**config.mk**
```make
export PLATFORM = sky130hd
export DESIGN_NAME = key_chord_binding_tracker_top_flat
export DESIGN_NICKNAME = d
export VERILOG_FILES = /design/src/hw/rtl/kcbt_pkg.sv /design/src/hw/rtl/kcbt_in_if.sv /design/src/hw/rtl/kcbt_out_if.sv /design/src/hw/rtl/kcbt_cfg_if.sv /design/src/hw/rtl/key_chord_binding_tracker_top.sv /design/src/hw/rtl/kcbt_binding_unit.sv /design/src/hw/rtl/kcbt_out_buf.sv /design/src/flat_wrapper.sv
export SDC_FILE = /design/constraint.sdc
export NUM_CORES = 1
export LEC_CHECK = 0
export ABC_AREA = 1
export BUFFER_PORTS_ARGS = -buffer_cell sky130_fd_sc_hd__buf_4
export CORE_ASPECT_RATIO = 1.25
export CORE_MARGIN = 2
export CORE_UTILIZATION = 67
export CTS_BUF_LIST = sky130_fd_sc_hd__clkbuf_4
export CTS_CLUSTER_SIZE = 12
export DETAILED_ROUTE_END_ITERATION = 10
export PLACE_DENSITY_LB_ADDON = 0.3
export SYNTH_ARGS = -nofsm -noshare
export SYNTH_HDL_FRONTEND = slang
export SYNTH_SLANG_ARGS = --single-unit
```
**constraint.sdc**
```tcl
create_clock -name clk -period 6.5 [get_ports clk]
set_input_delay 1.95 -clock clk [delete_from_list [all_inputs] [get_ports clk]]
set_output_delay 1.95 -clock clk [all_outputs]
set_load 0.02 [all_outputs]
```
**src/hw/rtl/kcbt_pkg.sv**
```systemverilog
`timescale 1ns / 1ps
`default_nettype none
// ----------------------------------------------------------------------------
// Key chord tracker package
// Shared constants, codes and record types of the key chord tracker.
// ----------------------------------------------------------------------------
package kcbt_pkg;

  // Block dimensions.
  localparam int NUM_BINDINGS     = 8;
  localparam int KEYS_PER_BINDING = 4;
  localparam int KEY_CODE_BITS    = 7;

  // Fixed field widths of the channels.
  localparam int REQ_W     = 2;
  localparam int IN_KEY_W  = 7;
  localparam int MASK_W    = 8;
  localparam int CFG_IDX_W = 3;
  localparam int CFG_W     = 31;

  // Binding register layout: codes from bit 0, then a 3-bit key count.
  localparam int COUNT_W   = 3;
  localparam int COUNT_LSB = KEYS_PER_BINDING * KEY_CODE_BITS;
  localparam int BIND_W    = COUNT_LSB + COUNT_W;

  typedef logic [KEY_CODE_BITS-1:0] key_t;
  typedef logic [COUNT_W-1:0]       count_t;
  typedef logic [BIND_W-1:0]        bind_t;
  typedef logic [MASK_W-1:0]        mask_t;

  // Request kinds. The fourth code is ignored by the block.
  typedef enum logic [REQ_W-1:0] {
    REQ_PRESS   = 2'd0,
    REQ_RELEASE = 2'd1,
    REQ_TICK    = 2'd2
  } req_t;

  // Binding phases.
  typedef enum logic [1:0] {
    PH_IDLE     = 2'd0,
    PH_PRESSED  = 2'd1,
    PH_DOWN     = 2'd2,
    PH_RELEASED = 2'd3
  } phase_t;

  // Event broadcast to every binding unit.
  typedef struct packed {
    logic valid;
    req_t kind;
    key_t key;
  } event_t;

  // Per-binding status for the current event.
  typedef struct packed {
    logic pressed;
    logic released;
    logic down;
  } bind_status_t;

  // One result record.
  typedef struct packed {
    mask_t pressed_mask;
    mask_t released_mask;
    mask_t down_mask;
    logic  any_key;
  } result_t;

endpackage
`default_nettype wire

```
**src/hw/rtl/kcbt_in_if.sv**
```systemverilog
`timescale 1ns / 1ps
`default_nettype none
// ----------------------------------------------------------------------------
// Key event channel
// Valid/ready channel that carries one key event request.
// ----------------------------------------------------------------------------
interface kcbt_in_if;
  logic                          valid;
  logic                          ready;
  logic [kcbt_pkg::REQ_W-1:0]    req_type;
  logic [kcbt_pkg::IN_KEY_W-1:0] key_code;

  modport source (output valid, output req_type, output key_code, input ready);
  modport sink (input valid, input req_type, input key_code, output ready);
endinterface
`default_nettype wire

```
**src/hw/rtl/kcbt_out_if.sv**
```systemverilog
`timescale 1ns / 1ps
`default_nettype none
// ----------------------------------------------------------------------------
// Chord result channel
// Valid/ready channel that carries the binding masks of one request.
// ----------------------------------------------------------------------------
interface kcbt_out_if;
  logic                        valid;
  logic                        ready;
  logic [kcbt_pkg::MASK_W-1:0] pressed_mask;
  logic [kcbt_pkg::MASK_W-1:0] released_mask;
  logic [kcbt_pkg::MASK_W-1:0] down_mask;
  logic                        any_key_since_tick;

  modport source (output valid, output pressed_mask, output released_mask,
                  output down_mask, output any_key_since_tick, input ready);
  modport sink (input valid, input pressed_mask, input released_mask,
                input down_mask, input any_key_since_tick, output ready);
endinterface
`default_nettype wire

```
**src/hw/rtl/kcbt_cfg_if.sv**
```systemverilog
`timescale 1ns / 1ps
`default_nettype none
// ----------------------------------------------------------------------------
// Configuration write channel
// Valid/ready channel that writes one binding register.
// ----------------------------------------------------------------------------
interface kcbt_cfg_if;
  logic                           valid;
  logic                           ready;
  logic [kcbt_pkg::CFG_IDX_W-1:0] index;
  logic [kcbt_pkg::CFG_W-1:0]     data;

  modport source (output valid, output index, output data, input ready);
  modport sink (input valid, input index, input data, output ready);
endinterface
`default_nettype wire

```
**src/hw/rtl/key_chord_binding_tracker_top.sv**
```systemverilog
`timescale 1ns / 1ps
`default_nettype none
// A result is registered into a two-entry result queue on acceptance,
// which lets requests flow while one result waits. Throughput: one request
// per cycle while the queue has room; all bindings are stepped in parallel.
// Reset (rst_n low, synchronous) clears all bindings, held flags, phases,
// the any-key flag and the result queue; configuration is always ready.
// ----------------------------------------------------------------------------
// Key chord binding tracker
// Tracks chord bindings over key press, release and frame tick requests.
// ----------------------------------------------------------------------------
module key_chord_binding_tracker_top (
  input  wire logic  clk,
  input  wire logic  rst_n,
  kcbt_in_if.sink    in_ch,
  kcbt_out_if.source out_ch,
  kcbt_cfg_if.sink   cfg_ch
);

  logic                                in_accept;
  logic                                cfg_accept;
  logic                                can_push;
  kcbt_pkg::event_t                    ev;
  kcbt_pkg::bind_status_t              status [kcbt_pkg::NUM_BINDINGS];
  logic [kcbt_pkg::NUM_BINDINGS-1:0]   pressed_vec;
  logic [kcbt_pkg::NUM_BINDINGS-1:0]   released_vec;
  logic [kcbt_pkg::NUM_BINDINGS-1:0]   down_vec;
  logic                                any_key_r;
  logic                                any_key_nxt;
  kcbt_pkg::result_t                   result;
  kcbt_pkg::result_t                   head;

  // Handshakes.
  assign in_ch.ready  = can_push;
  assign in_accept    = in_ch.valid && can_push;
  assign cfg_ch.ready = 1'b1;
  assign cfg_accept   = cfg_ch.valid;

  // Request broadcast to the binding units.
  assign ev.valid = in_accept;
  assign ev.kind  = kcbt_pkg::req_t'(in_ch.req_type);
  assign ev.key   = kcbt_pkg::key_t'(in_ch.key_code);

  // One unit per binding.
  for (genvar b = 0; b < kcbt_pkg::NUM_BINDINGS; b++) begin : g_bind
    kcbt_binding_unit u_bind (
      .clk     (clk),
      .rst_n   (rst_n),
      .cfg_we  (cfg_accept && (cfg_ch.index == kcbt_pkg::CFG_IDX_W'(b))),
      .cfg_val (kcbt_pkg::bind_t'(cfg_ch.data)),
      .ev      (ev),
      .status  (status[b])
    );
    assign pressed_vec[b]  = status[b].pressed;
    assign released_vec[b] = status[b].released;
    assign down_vec[b]     = status[b].down;
  end

  // Any-key flag: set by a press, cleared by a tick.
  always_comb begin
    any_key_nxt = any_key_r;
    if (in_accept) begin
      case (ev.kind)
        kcbt_pkg::REQ_PRESS: any_key_nxt = 1'b1;
        kcbt_pkg::REQ_TICK:  any_key_nxt = 1'b0;
        default:             any_key_nxt = any_key_r;
      endcase
    end
  end

  always_ff @(posedge clk) begin
    if (!rst_n) begin
      any_key_r <= 1'b0;
    end else begin
      any_key_r <= any_key_nxt;
    end
  end

  // Result record for the accepted request.
  assign result.pressed_mask  = kcbt_pkg::mask_t'(pressed_vec);
  assign result.released_mask = kcbt_pkg::mask_t'(released_vec);
  assign result.down_mask     = kcbt_pkg::mask_t'(down_vec);
  assign result.any_key       = any_key_nxt;

  kcbt_out_buf u_out_buf (
    .clk        (clk),
    .rst_n      (rst_n),
    .push       (in_accept),
    .push_data  (result),
    .can_push   (can_push),
    .pop        (out_ch.ready),
    .head_valid (out_ch.valid),
    .head_data  (head)
  );

  assign out_ch.pressed_mask       = head.pressed_mask;
  assign out_ch.released_mask      = head.released_mask;
  assign out_ch.down_mask          = head.down_mask;
  assign out_ch.any_key_since_tick = head.any_key;

endmodule
`default_nettype wire

```
**src/hw/rtl/kcbt_binding_unit.sv**
```systemverilog
`timescale 1ns / 1ps
`default_nettype none
// ----------------------------------------------------------------------------
// Binding unit
// Holds one chord binding, its held flags and its phase, and steps them on
// each accepted request.
// ----------------------------------------------------------------------------
module kcbt_binding_unit (
  input  wire logic                   clk,
  input  wire logic                   rst_n,
  input  wire logic                   cfg_we,
  input  wire kcbt_pkg::bind_t        cfg_val,
  input  wire kcbt_pkg::event_t       ev,
  output kcbt_pkg::bind_status_t      status
);

  kcbt_pkg::bind_t                          bind_r;
  logic [kcbt_pkg::KEYS_PER_BINDING-1:0]    held_r;
  logic [kcbt_pkg::KEYS_PER_BINDING-1:0]    held_nxt;
  kcbt_pkg::phase_t                         phase_r;
  kcbt_pkg::phase_t                         phase_nxt;
  kcbt_pkg::count_t                         count_raw;
  kcbt_pkg::count_t                         count_sat;
  logic [kcbt_pkg::KEYS_PER_BINDING-1:0]    active;
  logic [kcbt_pkg::KEYS_PER_BINDING-1:0]    hit;
  logic                                     used;
  logic                                     all_held;
  logic                                     is_up;
  logic                                     is_down;

  // Key count, saturated to the number of slots.
  assign count_raw = bind_r[kcbt_pkg::COUNT_LSB +: kcbt_pkg::COUNT_W];
  always_comb begin
    if (count_raw > kcbt_pkg::count_t'(kcbt_pkg::KEYS_PER_BINDING)) begin
      count_sat = kcbt_pkg::count_t'(kcbt_pkg::KEYS_PER_BINDING);
    end else begin
      count_sat = count_raw;
    end
  end
  assign used = (count_sat != '0);

  // Slot compare against the request key; only slots below the count take part.
  always_comb begin
    for (int k = 0; k < kcbt_pkg::KEYS_PER_BINDING; k++) begin
      active[k] = (kcbt_pkg::count_t'(k) < count_sat);
      hit[k]    = active[k] &&
                  (bind_r[k*kcbt_pkg::KEY_CODE_BITS +: kcbt_pkg::KEY_CODE_BITS] == ev.key);
    end
  end

  assign is_up   = (phase_r == kcbt_pkg::PH_IDLE) || (phase_r == kcbt_pkg::PH_RELEASED);
  assign is_down = (phase_r == kcbt_pkg::PH_PRESSED) || (phase_r == kcbt_pkg::PH_DOWN);

  // Next held flags and next phase.
  always_comb begin
    held_nxt  = held_r;
    phase_nxt = phase_r;
    all_held  = 1'b0;
    if (ev.valid) begin
      case (ev.kind)
        kcbt_pkg::REQ_PRESS: begin
          held_nxt = held_r | hit;
          all_held = &(held_nxt | ~active);
          if (used && all_held && is_up) begin
            phase_nxt = kcbt_pkg::PH_PRESSED;
          end
        end
        kcbt_pkg::REQ_RELEASE: begin
          held_nxt = held_r & ~hit;
          all_held = &(held_nxt | ~active);
          if (used && !all_held && is_down) begin
            phase_nxt = kcbt_pkg::PH_RELEASED;
          end
        end
        kcbt_pkg::REQ_TICK: begin
          if (phase_r == kcbt_pkg::PH_PRESSED) begin
            phase_nxt = kcbt_pkg::PH_DOWN;
          end else if (phase_r == kcbt_pkg::PH_RELEASED) begin
            phase_nxt = kcbt_pkg::PH_IDLE;
          end
        end
        default: begin
        end
      endcase
    end
  end

  // Status of this binding for the current request.
  always_comb begin
    status.pressed  = (phase_nxt == kcbt_pkg::PH_PRESSED) && (phase_r != kcbt_pkg::PH_PRESSED);
    status.released = (phase_nxt == kcbt_pkg::PH_RELEASED) &&
                      (phase_r != kcbt_pkg::PH_RELEASED);
    status.down     = (phase_nxt == kcbt_pkg::PH_PRESSED) || (phase_nxt == kcbt_pkg::PH_DOWN);
  end

  // A register write replaces the binding and restarts it from idle.
  always_ff @(posedge clk) begin
    if (!rst_n) begin
      bind_r  <= '0;
      held_r  <= '0;
      phase_r <= kcbt_pkg::PH_IDLE;
    end else if (cfg_we) begin
      bind_r  <= cfg_val;
      held_r  <= '0;
      phase_r <= kcbt_pkg::PH_IDLE;
    end else begin
      held_r  <= held_nxt;
      phase_r <= phase_nxt;
    end
  end

endmodule
`default_nettype wire

```
**src/hw/rtl/kcbt_out_buf.sv**
```systemverilog
`timescale 1ns / 1ps
`default_nettype none
// ----------------------------------------------------------------------------
// Result buffer
// Two-entry output queue so a new request is taken while a result waits.
// ----------------------------------------------------------------------------
module kcbt_out_buf (
  input  wire logic              clk,
  input  wire logic              rst_n,
  input  wire logic              push,
  input  wire kcbt_pkg::result_t push_data,
  output logic                   can_push,
  input  wire logic              pop,
  output logic                   head_valid,
  output kcbt_pkg::result_t      head_data
);

  logic [1:0]        count_r;
  logic [1:0]        count_nxt;
  kcbt_pkg::result_t head_r;
  kcbt_pkg::result_t tail_r;
  logic              do_pop;

  assign can_push   = (count_r != 2'd2);
  assign head_valid = (count_r != 2'd0);
  assign head_data  = head_r;
  assign do_pop     = pop && head_valid;

  // Occupancy.
  always_comb begin
    count_nxt = count_r;
    if (push && !do_pop) begin
      count_nxt = count_r + 2'd1;
    end else if (!push && do_pop) begin
      count_nxt = count_r - 2'd1;
    end
  end

  always_ff @(posedge clk) begin
    if (!rst_n) begin
      count_r <= 2'd0;
    end else begin
      count_r <= count_nxt;
    end
  end

  // Entry data: the tail moves up on a pop, a push fills the first free entry.
  always_ff @(posedge clk) begin
    if (do_pop && (count_r == 2'd2)) begin
      head_r <= tail_r;
    end
    if (push) begin
      if ((count_r == 2'd0) || ((count_r == 2'd1) && do_pop)) begin
        head_r <= push_data;
      end else begin
        tail_r <= push_data;
      end
    end
  end

endmodule
`default_nettype wire

```
**src/flat_wrapper.sv**
```systemverilog
// flat-port wrapper written by rule: the top's interface ports become plain ports
module key_chord_binding_tracker_top_flat 
  (clk, rst_n, in_ch_valid, in_ch_req_type, in_ch_key_code, in_ch_ready, out_ch_valid, out_ch_pressed_mask, out_ch_released_mask, out_ch_down_mask, out_ch_any_key_since_tick, out_ch_ready, cfg_ch_valid, cfg_ch_index, cfg_ch_data, cfg_ch_ready);
  kcbt_in_if in_ch_i ();
  kcbt_out_if out_ch_i ();
  kcbt_cfg_if cfg_ch_i ();
  input  wire logic clk;
  input  wire logic rst_n;
  input wire logic [$bits(in_ch_i.valid)-1:0] in_ch_valid;
  input wire logic [$bits(in_ch_i.req_type)-1:0] in_ch_req_type;
  input wire logic [$bits(in_ch_i.key_code)-1:0] in_ch_key_code;
  output wire logic [$bits(in_ch_i.ready)-1:0] in_ch_ready;
  output wire logic [$bits(out_ch_i.valid)-1:0] out_ch_valid;
  output wire logic [$bits(out_ch_i.pressed_mask)-1:0] out_ch_pressed_mask;
  output wire logic [$bits(out_ch_i.released_mask)-1:0] out_ch_released_mask;
  output wire logic [$bits(out_ch_i.down_mask)-1:0] out_ch_down_mask;
  output wire logic [$bits(out_ch_i.any_key_since_tick)-1:0] out_ch_any_key_since_tick;
  input wire logic [$bits(out_ch_i.ready)-1:0] out_ch_ready;
  input wire logic [$bits(cfg_ch_i.valid)-1:0] cfg_ch_valid;
  input wire logic [$bits(cfg_ch_i.index)-1:0] cfg_ch_index;
  input wire logic [$bits(cfg_ch_i.data)-1:0] cfg_ch_data;
  output wire logic [$bits(cfg_ch_i.ready)-1:0] cfg_ch_ready;
  assign in_ch_i.valid = in_ch_valid;
  assign in_ch_i.req_type = in_ch_req_type;
  assign in_ch_i.key_code = in_ch_key_code;
  assign in_ch_ready = in_ch_i.ready;
  assign out_ch_valid = out_ch_i.valid;
  assign out_ch_pressed_mask = out_ch_i.pressed_mask;
  assign out_ch_released_mask = out_ch_i.released_mask;
  assign out_ch_down_mask = out_ch_i.down_mask;
  assign out_ch_any_key_since_tick = out_ch_i.any_key_since_tick;
  assign out_ch_i.ready = out_ch_ready;
  assign cfg_ch_i.valid = cfg_ch_valid;
  assign cfg_ch_i.index = cfg_ch_index;
  assign cfg_ch_i.data = cfg_ch_data;
  assign cfg_ch_ready = cfg_ch_i.ready;
  key_chord_binding_tracker_top u_core (.clk(clk), .rst_n(rst_n), .in_ch(in_ch_i), .out_ch(out_ch_i), .cfg_ch(cfg_ch_i));
endmodule
```
# Word-level counts from Yosys, hierarchy flattened
# Cells that the tools add are included.
[totals]
wordCells = 482
regBits = 349
inputBits = 48
[op_classes]
addsub = 2
mux = 71
n_reduce_logical = 177
n_lt_le_gt_ge = 40
bitwise_logic = 50
n_eq_ne = 108
[ops]
columns = ["cell", "count"]
rows = [
  ["7-bit == test", 32],
  ["4-bit bitwise OR", 24],
  ["1-bit logical AND", 94],
  ["2-bit two-way mux", 42],
  ["25-bit two-way mux", 3],
  ["2-bit == test (second input constant)", 34],
  ["4-bit inverter", 16],
  ["4-bit one-hot mux with 2 select lines", 8],
  ["4-bit AND reduction", 16],
  ["1-bit by 3-bit less-than comparator with 1-bit output (first input constant)", 16],
  ["2-bit by 3-bit less-than comparator with 1-bit output (first input constant)", 16],
  ["2-bit one-hot mux with 3 select lines", 8],
  ["2-bit by 1-bit == test with 1-bit output (second input constant)", 18],
  ["4-bit AND", 8],
  ["1-bit logical OR", 25],
  ["3-bit > comparator (second input constant)", 8],
  ["3-bit two-way mux", 8],
  ["3-bit nonzero test", 8],
  ["2-bit logical NOT", 10],
  ["2-bit inequality test (second input constant)", 9],
  ["2-bit by 1-bit inequality test with 1-bit output (second input constant)", 8],
  ["2-bit OR reduction", 8],
  ["3-bit == test (second input constant)", 4],
  ["1-bit logical NOT", 10],
  ["other kinds (10)", 15],
]

# Depth between registers and ports, before layout
[logic_depth]
ltp_word = 18
depth_mapped = 23
depth_no_buf = 21

# By module
# Synthesis repeated with hierarchy kept, for this count alone.
[unflattened]
hier_cells = 2796
hier_area_um2 = 18798.0
[modules_own_cells]
columns = ["mod", "cells_each", "seq_area_each_um2", "n_inst", "area_each_um2"]
rows = [
  ["kcbt_binding_unit (u_core.g_bind[0].u_bind ...)", 313, 740.7, 7, 2040.7],
  ["kcbt_out_buf", 266, 1291.2, 1, 2348.5],
  ["kcbt_binding_unit (u_core.g_bind[4].u_bind)", 308, 740.7, 1, 2021.9],
  ["key_chord_binding_tracker_top", 31, 20.0, 1, 142.6],
]

# Worst setup path before layout
# OpenSTA, ideal clock, no wires.
[synth_path]
kind = "input to register"
startpoint = "input in_ch_key_code[1]"
endpoint = "register u_core.u_out_buf.tail_r[5] (netlist name), data pin"
t_required_ns = 6.234
path_stages = 15
slack_ns = 2.829
arrival_ns = 3.405
path_cell_list = "buf_4 buf_4 nand2_1 nand2_1 nor2_1 nand2_1 nor2_2 nor2_1 nor2_1 nand3_1 a21oi_1 nand2_1 nand2_2 inv_1 ha_1"
[synth_via]
elab_chain_cells = 14
word_cells_on_any_way = 27
[synth_rtl]
columns = ["element", "line_no", "source"]
rows = [
  ["start, declared", "flat_wrapper.sv:11", "input wire logic [$bits(in_ch_i.key_code)-1:0] in_ch_key_code;"],
  ["7-bit == test", "kcbt_binding_unit.sv:47", "(bind_r[k*kcbt_pkg::KEY_CODE_BITS +: kcbt_pkg::KEY_CODE_BITS] == ev.key);"],
  ["1-bit logical AND", "kcbt_binding_unit.sv:46", "hit[k] = active[k] &&"],
  ["4-bit inverter", "kcbt_binding_unit.sv:69", "held_nxt = held_r & ~hit;"],
  ["4-bit AND", "kcbt_binding_unit.sv:69", ""],
  ["4-bit bitwise OR", "kcbt_binding_unit.sv:70", "all_held = &(held_nxt | ~active);"],
  ["4-bit AND reduction", "kcbt_binding_unit.sv:70", ""],
  ["1-bit logical NOT", "kcbt_binding_unit.sv:71", "if (used && !all_held && is_down) begin"],
  ["1-bit logical AND (2 in a row)", "kcbt_binding_unit.sv:71", ""],
  ["2-bit two-way mux", "kcbt_binding_unit.sv:71", ""],
  ["2-bit one-hot mux with 3 select lines (*)", "kcbt_binding_unit.sv:60", "case (ev.kind)"],
  ["2-bit two-way mux (*)", "kcbt_binding_unit.sv:59", "if (ev.valid) begin"],
  ["named net u_core.g_bind[4].u_bind.phase_nxt[1]", "kcbt_binding_unit.sv:21", "kcbt_pkg::phase_t phase_nxt;"],
  ["2-bit by 1-bit == test with 1-bit output / 2-bit == test (equally long branches)", "kcbt_binding_unit.sv:93", "status.down = (phase_nxt == kcbt_pkg::PH_PRESSED) || (phase_nxt == kcbt_pkg::PH_DOWN);"],
  ["1-bit logical OR (*)", "kcbt_binding_unit.sv:93", ""],
  ["named net u_core.down_vec (one bit)", "key_chord_binding_tracker_top.sv:27", "logic [kcbt_pkg::NUM_BINDINGS-1:0] down_vec;"],
  ["end signal, assigned", "kcbt_out_buf.sv:56", "tail_r <= push_data;"],
  ["end, declared", "kcbt_out_buf.sv:21", "kcbt_pkg::result_t tail_r;"],
]
# The timed path passes the listed nets; every way through them passes the cells marked *.
# A chain may end at the register's enable or synchronous reset.

# Worst setup path after layout
[layout_path]
startpoint = "input in_ch_key_code[0]"
endpoint = "register u_core.u_out_buf.head_r, in the netlist u_core.u_out_buf.head_data[4]"
[layout_via]
elab_chain_cells = 16
word_cells_on_any_way = 29
[layout_rtl]
columns = ["element", "line_no", "source"]
rows = [
  ["7-bit == test", "kcbt_binding_unit.sv:47", ""],
  ["1-bit logical AND", "kcbt_binding_unit.sv:46", ""],
  ["4-bit inverter", "kcbt_binding_unit.sv:69", ""],
  ["4-bit AND", "kcbt_binding_unit.sv:69", ""],
  ["4-bit bitwise OR", "kcbt_binding_unit.sv:70", ""],
  ["4-bit AND reduction", "kcbt_binding_unit.sv:70", ""],
  ["1-bit logical NOT", "kcbt_binding_unit.sv:71", ""],
  ["1-bit logical AND (2 in a row)", "kcbt_binding_unit.sv:71", ""],
  ["2-bit two-way mux", "kcbt_binding_unit.sv:71", ""],
  ["2-bit one-hot mux with 3 select lines (*)", "kcbt_binding_unit.sv:60", ""],
  ["2-bit two-way mux (*)", "kcbt_binding_unit.sv:59", ""],
  ["named net u_core.g_bind[3].u_bind.phase_nxt[0]", "kcbt_binding_unit.sv:21", ""],
  ["2-bit by 1-bit == test with 1-bit output / 2-bit == test (equally long branches)", "kcbt_binding_unit.sv:93", ""],
  ["1-bit logical OR (*)", "kcbt_binding_unit.sv:93", ""],
  ["named net u_core.down_vec (one bit)", "key_chord_binding_tracker_top.sv:27", ""],
  ["25-bit two-way mux (*)", "kcbt_out_buf.sv:53", "if ((count_r == 2'd0) || ((count_r == 2'd1) && do_pop)) begin"],
  ["25-bit two-way mux (*)", "kcbt_out_buf.sv:52", "if (push) begin"],
  ["end signal, assigned", "kcbt_out_buf.sv:50", "head_r <= tail_r;"],
  ["end signal, assigned", "kcbt_out_buf.sv:54", "head_r <= push_data;"],
  ["end, declared", "kcbt_out_buf.sv:20", "kcbt_pkg::result_t head_r;"],
]
# Marks and branches as above.

==> results.tsv <==
stage	metric	value	unit
synthesis	adder-cell area share of the yosys netlist	0.0299	
setup_path	crit path max fanout	18	
routing	1st-iter DRT viols	1952	
grt	first-pass GRT wire length	85100	um
grt	GRT Residual Overflow	0	
clocking	cts bufs inserted	87	
synthesis	post-synth cell types	39	
grt	largest net degree at the start of global routing	98	
routing	routed wire length	54500	um
sta	Setup TNS Final	0	ns
setup_path	Crit Reg-Reg Startpoint	u_core.u_out_buf.count_r[0]	
floorplanning	Initial Util	0.684	
routing	Vias/cell	5.68	
synthesis	Post-Synth Simple-Gate Area	0.263	
flow_run	max-capacitance violation count	0	
floorplanning	Core Region	26900	um^2
synthesis	Avg Inst Size Synth	6.75	um^2
clocking	latest clock arrival within the worst-skew pair	0.76	ns
pwr	P_leak	9.00	nW
sta	relative slew slack	0.232	
sta	fmax	248	MHz
sta	setup violators final	0	
sta	Final period util	0.620	
setup_path	worst setup path class	in -> reg	
final_layout	Final Core Density	0.736	
floorplanning	die footprint	28800	um^2
setup_path	CP Capture Type	register	
setup_path	Setup crit start kind	input port	
clocking	Post-CTS Setup Inserts	0	
synthesis	Yosys top cell area share	0.352	
grt	number of antenna violations at the first check in global routing	2	
final_layout	Area Growth Syn to Fin	7.60	%
synthesis	Post-synth EDFFs	25	
floorplanning	die extent in x	152	um
placed_design	Routability Congestion	0.961	
synthesis	combinational family with the most area after synthesis	simple AND/OR/NAND/NOR gates	
sta	Worst Tran Pin Value	1.15	ns
setup_path	reg2reg end	u_core.u_out_buf.head_data[7]	
routing	DRT antenna net count	0	
grt	GRT Util Overall	0.368	
routing	DR WL/cell	17.1	um
pwr	Max rail drop VDD	0.186	mV
placed_design	DP Cell Count	3031	
clocking	H-tree depth	3	
sta	Final min period	4.03	ns
placed_design	DP Wirelength	36200	um
synthesis	ys async rst share	0	
sta	Slew Viols, Final	0	
pwr	pwr/cell area	281	nW/um^2
final_layout	# fillers	2191	
clocking	Post-CTS Hold Buffers	0	
routing	Via Count	18060	
final_layout	fraction of layout cells with a size suffix above 1	0.0914	
min_path	Worst Hold Class	reg -> reg	
floorplanning	Die Ht	189	um
synthesis	leading area contributor after synthesis	dfxtp_1	
routing	drt pass-1 iters	6	
floorplanning	# IOs	76	
synthesis	Synth Flop Type	dfxtp_1	
sta	Final Skew	0.0592	ns
synthesis	post-synthesis sequential area ratio	0.393	
min_path	hold path depth	2	
synthesis	syn nets	2820	
synthesis	synthesized instance count	2728	
synthesis	synth top area cells	dfxtp_1 35%, nand2_1 14%, nor2_1 9.6%	
setup_path	crit path to	u_core.u_out_buf.head_data[4]	
synthesis	post-synthesis instance area	18400	um^2
setup_path	CP arrival	4.62	ns
floorplanning	row count	67	
synthesis	Compound-Gate Fraction of Synth Area	0.149	
grt	vias in the first global route	16844	
routing	DR DRC count	0	
clocking	Longest Clk Path Bufs	3	
synthesis	multiplexer share of the synthesized area	0.00877	
final_layout	Post-Layout Cell Count	3182	
synthesis	Synth Area in XOR/XNOR	0.0528	
clocking	clk slew on worst S/H paths	0.06	ns
pwr	Overall Power	0.00558	W
clocking	CTS root buf	clkbuf_4	
clocking	Clock Sinks	349	
sta	unrepaired setup endpoints after global routing	no	
clocking	CTS tree	yes	
sta	final number of hold-violating endpoints	0	
setup_path	worst setup path startpoint	in_ch_key_code[0]	
setup_path	r2r setup slk	3.15	ns
synthesis	Yosys reg bits	349	
clocking	Resized cells post-CTS	0	
final_layout	Nets	2867	
synthesis	synth warn	0	
status	status	finished clean	
placed_design	IO buf count	74	
setup_path	CP required	7.09	ns
setup_path	Reg2Reg Depth	15	
==> worst max-delay path: stages <==
cell	delay, ns
buf_4	0.30
inv_1	0.42
a21oi_1	0.33
nand2_1	0.07
nor2_1	0.32
nand2_1	0.16
nand2_1	0.09
nand2_1	0.04
nand2_1	0.06
o21ai_1	0.07
nand2_1	0.06
nand2_1	0.04
nand2_1	0.11
nand2_1	0.07
inv_1	0.08
ha_1	0.24
nor2_1	0.11
a31oi_1	0.05
==> power breakdown <==
| group | internal [W] | total [W] | switching (W) |
|---|---|---|---|
| Clock | 0.000877 | 0.00177 | 0.000895 |
| Combinational | 0.000447 | 0.00132 | 0.000868 |
| Sequential | 0.00239 | 0.00249 | 0.000103 |
==> registers in the layout, summed over array words and instances (netlist names), named ones only <==
signal	count
u_core.u_out_buf.count_r	2
u_core.g_bind.u_bind.phase_r	16
u_core.any_key_r	1
u_core.u_out_buf.head_data	25
u_core.u_out_buf.tail_r	25
u_core.g_bind.u_bind.bind_r	248
==> layer usage <==
layer  global-route usage  vias up  wire length, um  share of wire
met2                0.607     1028            24800           0.46
met4                0.217        0             3170          0.058
li1                     -     8673                -              -
met3               0.0803      217             6050           0.11
met5                    0        -                0              0
met1                0.442     8142            20500           0.38
==> cell families (layout without fill, tap and decap cells) <==
group | count (synthesis) | in the layout
and+or+nand+nor | 1239 | 1239
AOI/OAI and AO/OA | 540 | 540
other | 1 | 5
DFF | 349 | 349
buffers and inverters | 428 | 533
adders and majority gates | 44 | 44
xor gates and xnor gates | 111 | 111
muxes | 16 | 16
==> worst min path at each step <==
stage | start | endpoint | slack, ns
finish | u_core.g_bind[2].u_bind.bind_r[9] | u_core.g_bind[2].u_bind.bind_r[9] | 0.47
global route | u_core.g_bind[4].u_bind.bind_r[6] | u_core.g_bind[4].u_bind.bind_r[6] | 0.48
CTS | u_core.g_bind[2].u_bind.bind_r[9] | u_core.g_bind[2].u_bind.bind_r[9] | 0.47
detailed placement | u_core.g_bind[6].u_bind.bind_r[10] | u_core.g_bind[6].u_bind.bind_r[10] | 0.46
global placement | register | register | 0.45
floorplan | register | register | 0.44
==> cell type report <==
cell class                 instances  area (um^2)  area share
timing repair buffer              96          724      0.0366
tap                              345          432      0.0218
sequential                       349         7240       0.365
clock inverter                    22         86.3     0.00436
inverter                         290         1100      0.0557
clock buffer                     125          938      0.0474
antenna                            4         10.0    0.000505
multi-input combinational       1951         9280       0.468
==> cells in the mapped netlist, types with 7 or more instances <==
cell type and number:
inv_1 274, xor2_1 8, a31oi_1 8, ha_1 44, nor2_1 470, o21ai_1 15, o21ai_0 309, nor2_2 12
xnor2_1 103, nand3_1 49, clkinv_1 9, nand2_2 7, dfxtp_1 324, nand2_1 675, clkbuf_1 83, nand3b_1 9
buf_2 11, buf_6 27, a21oi_1 198, mux2i_1 15, nand4_1 9, edfxtp_1 25, buf_4 9
==> through the flow <==
stage | worst slack (ns) | area, um^2 | hold slack (ns)
global placement | 1.88 | 18800 | 0.451
floorplan | 2.83 | 18400 | 0.440
finish | 2.47 | 19800 | 0.467
detailed placement | 1.87 | 18800 | 0.459
global route | 2.37 | 19800 | 0.483
CTS | 2.56 | 19800 | 0.468
==> cell usage in the layout, fill, tap and decap left out, types with 14 or more instances in the layout <==
master    count
clkinv_1     25
o21ai_1      15
o21ai_0     309
nand2_1     675
ha_1         44
mux2i_1      15
inv_1       274
xnor2_1     103
buf_4        95
edfxtp_1     25
nor2_2       14
dfxtp_1     324
nand3_1      49
nor2_1      468
a21oi_1     198
clkbuf_4    125
Note: power is estimated with default switching activity, not from simulation.
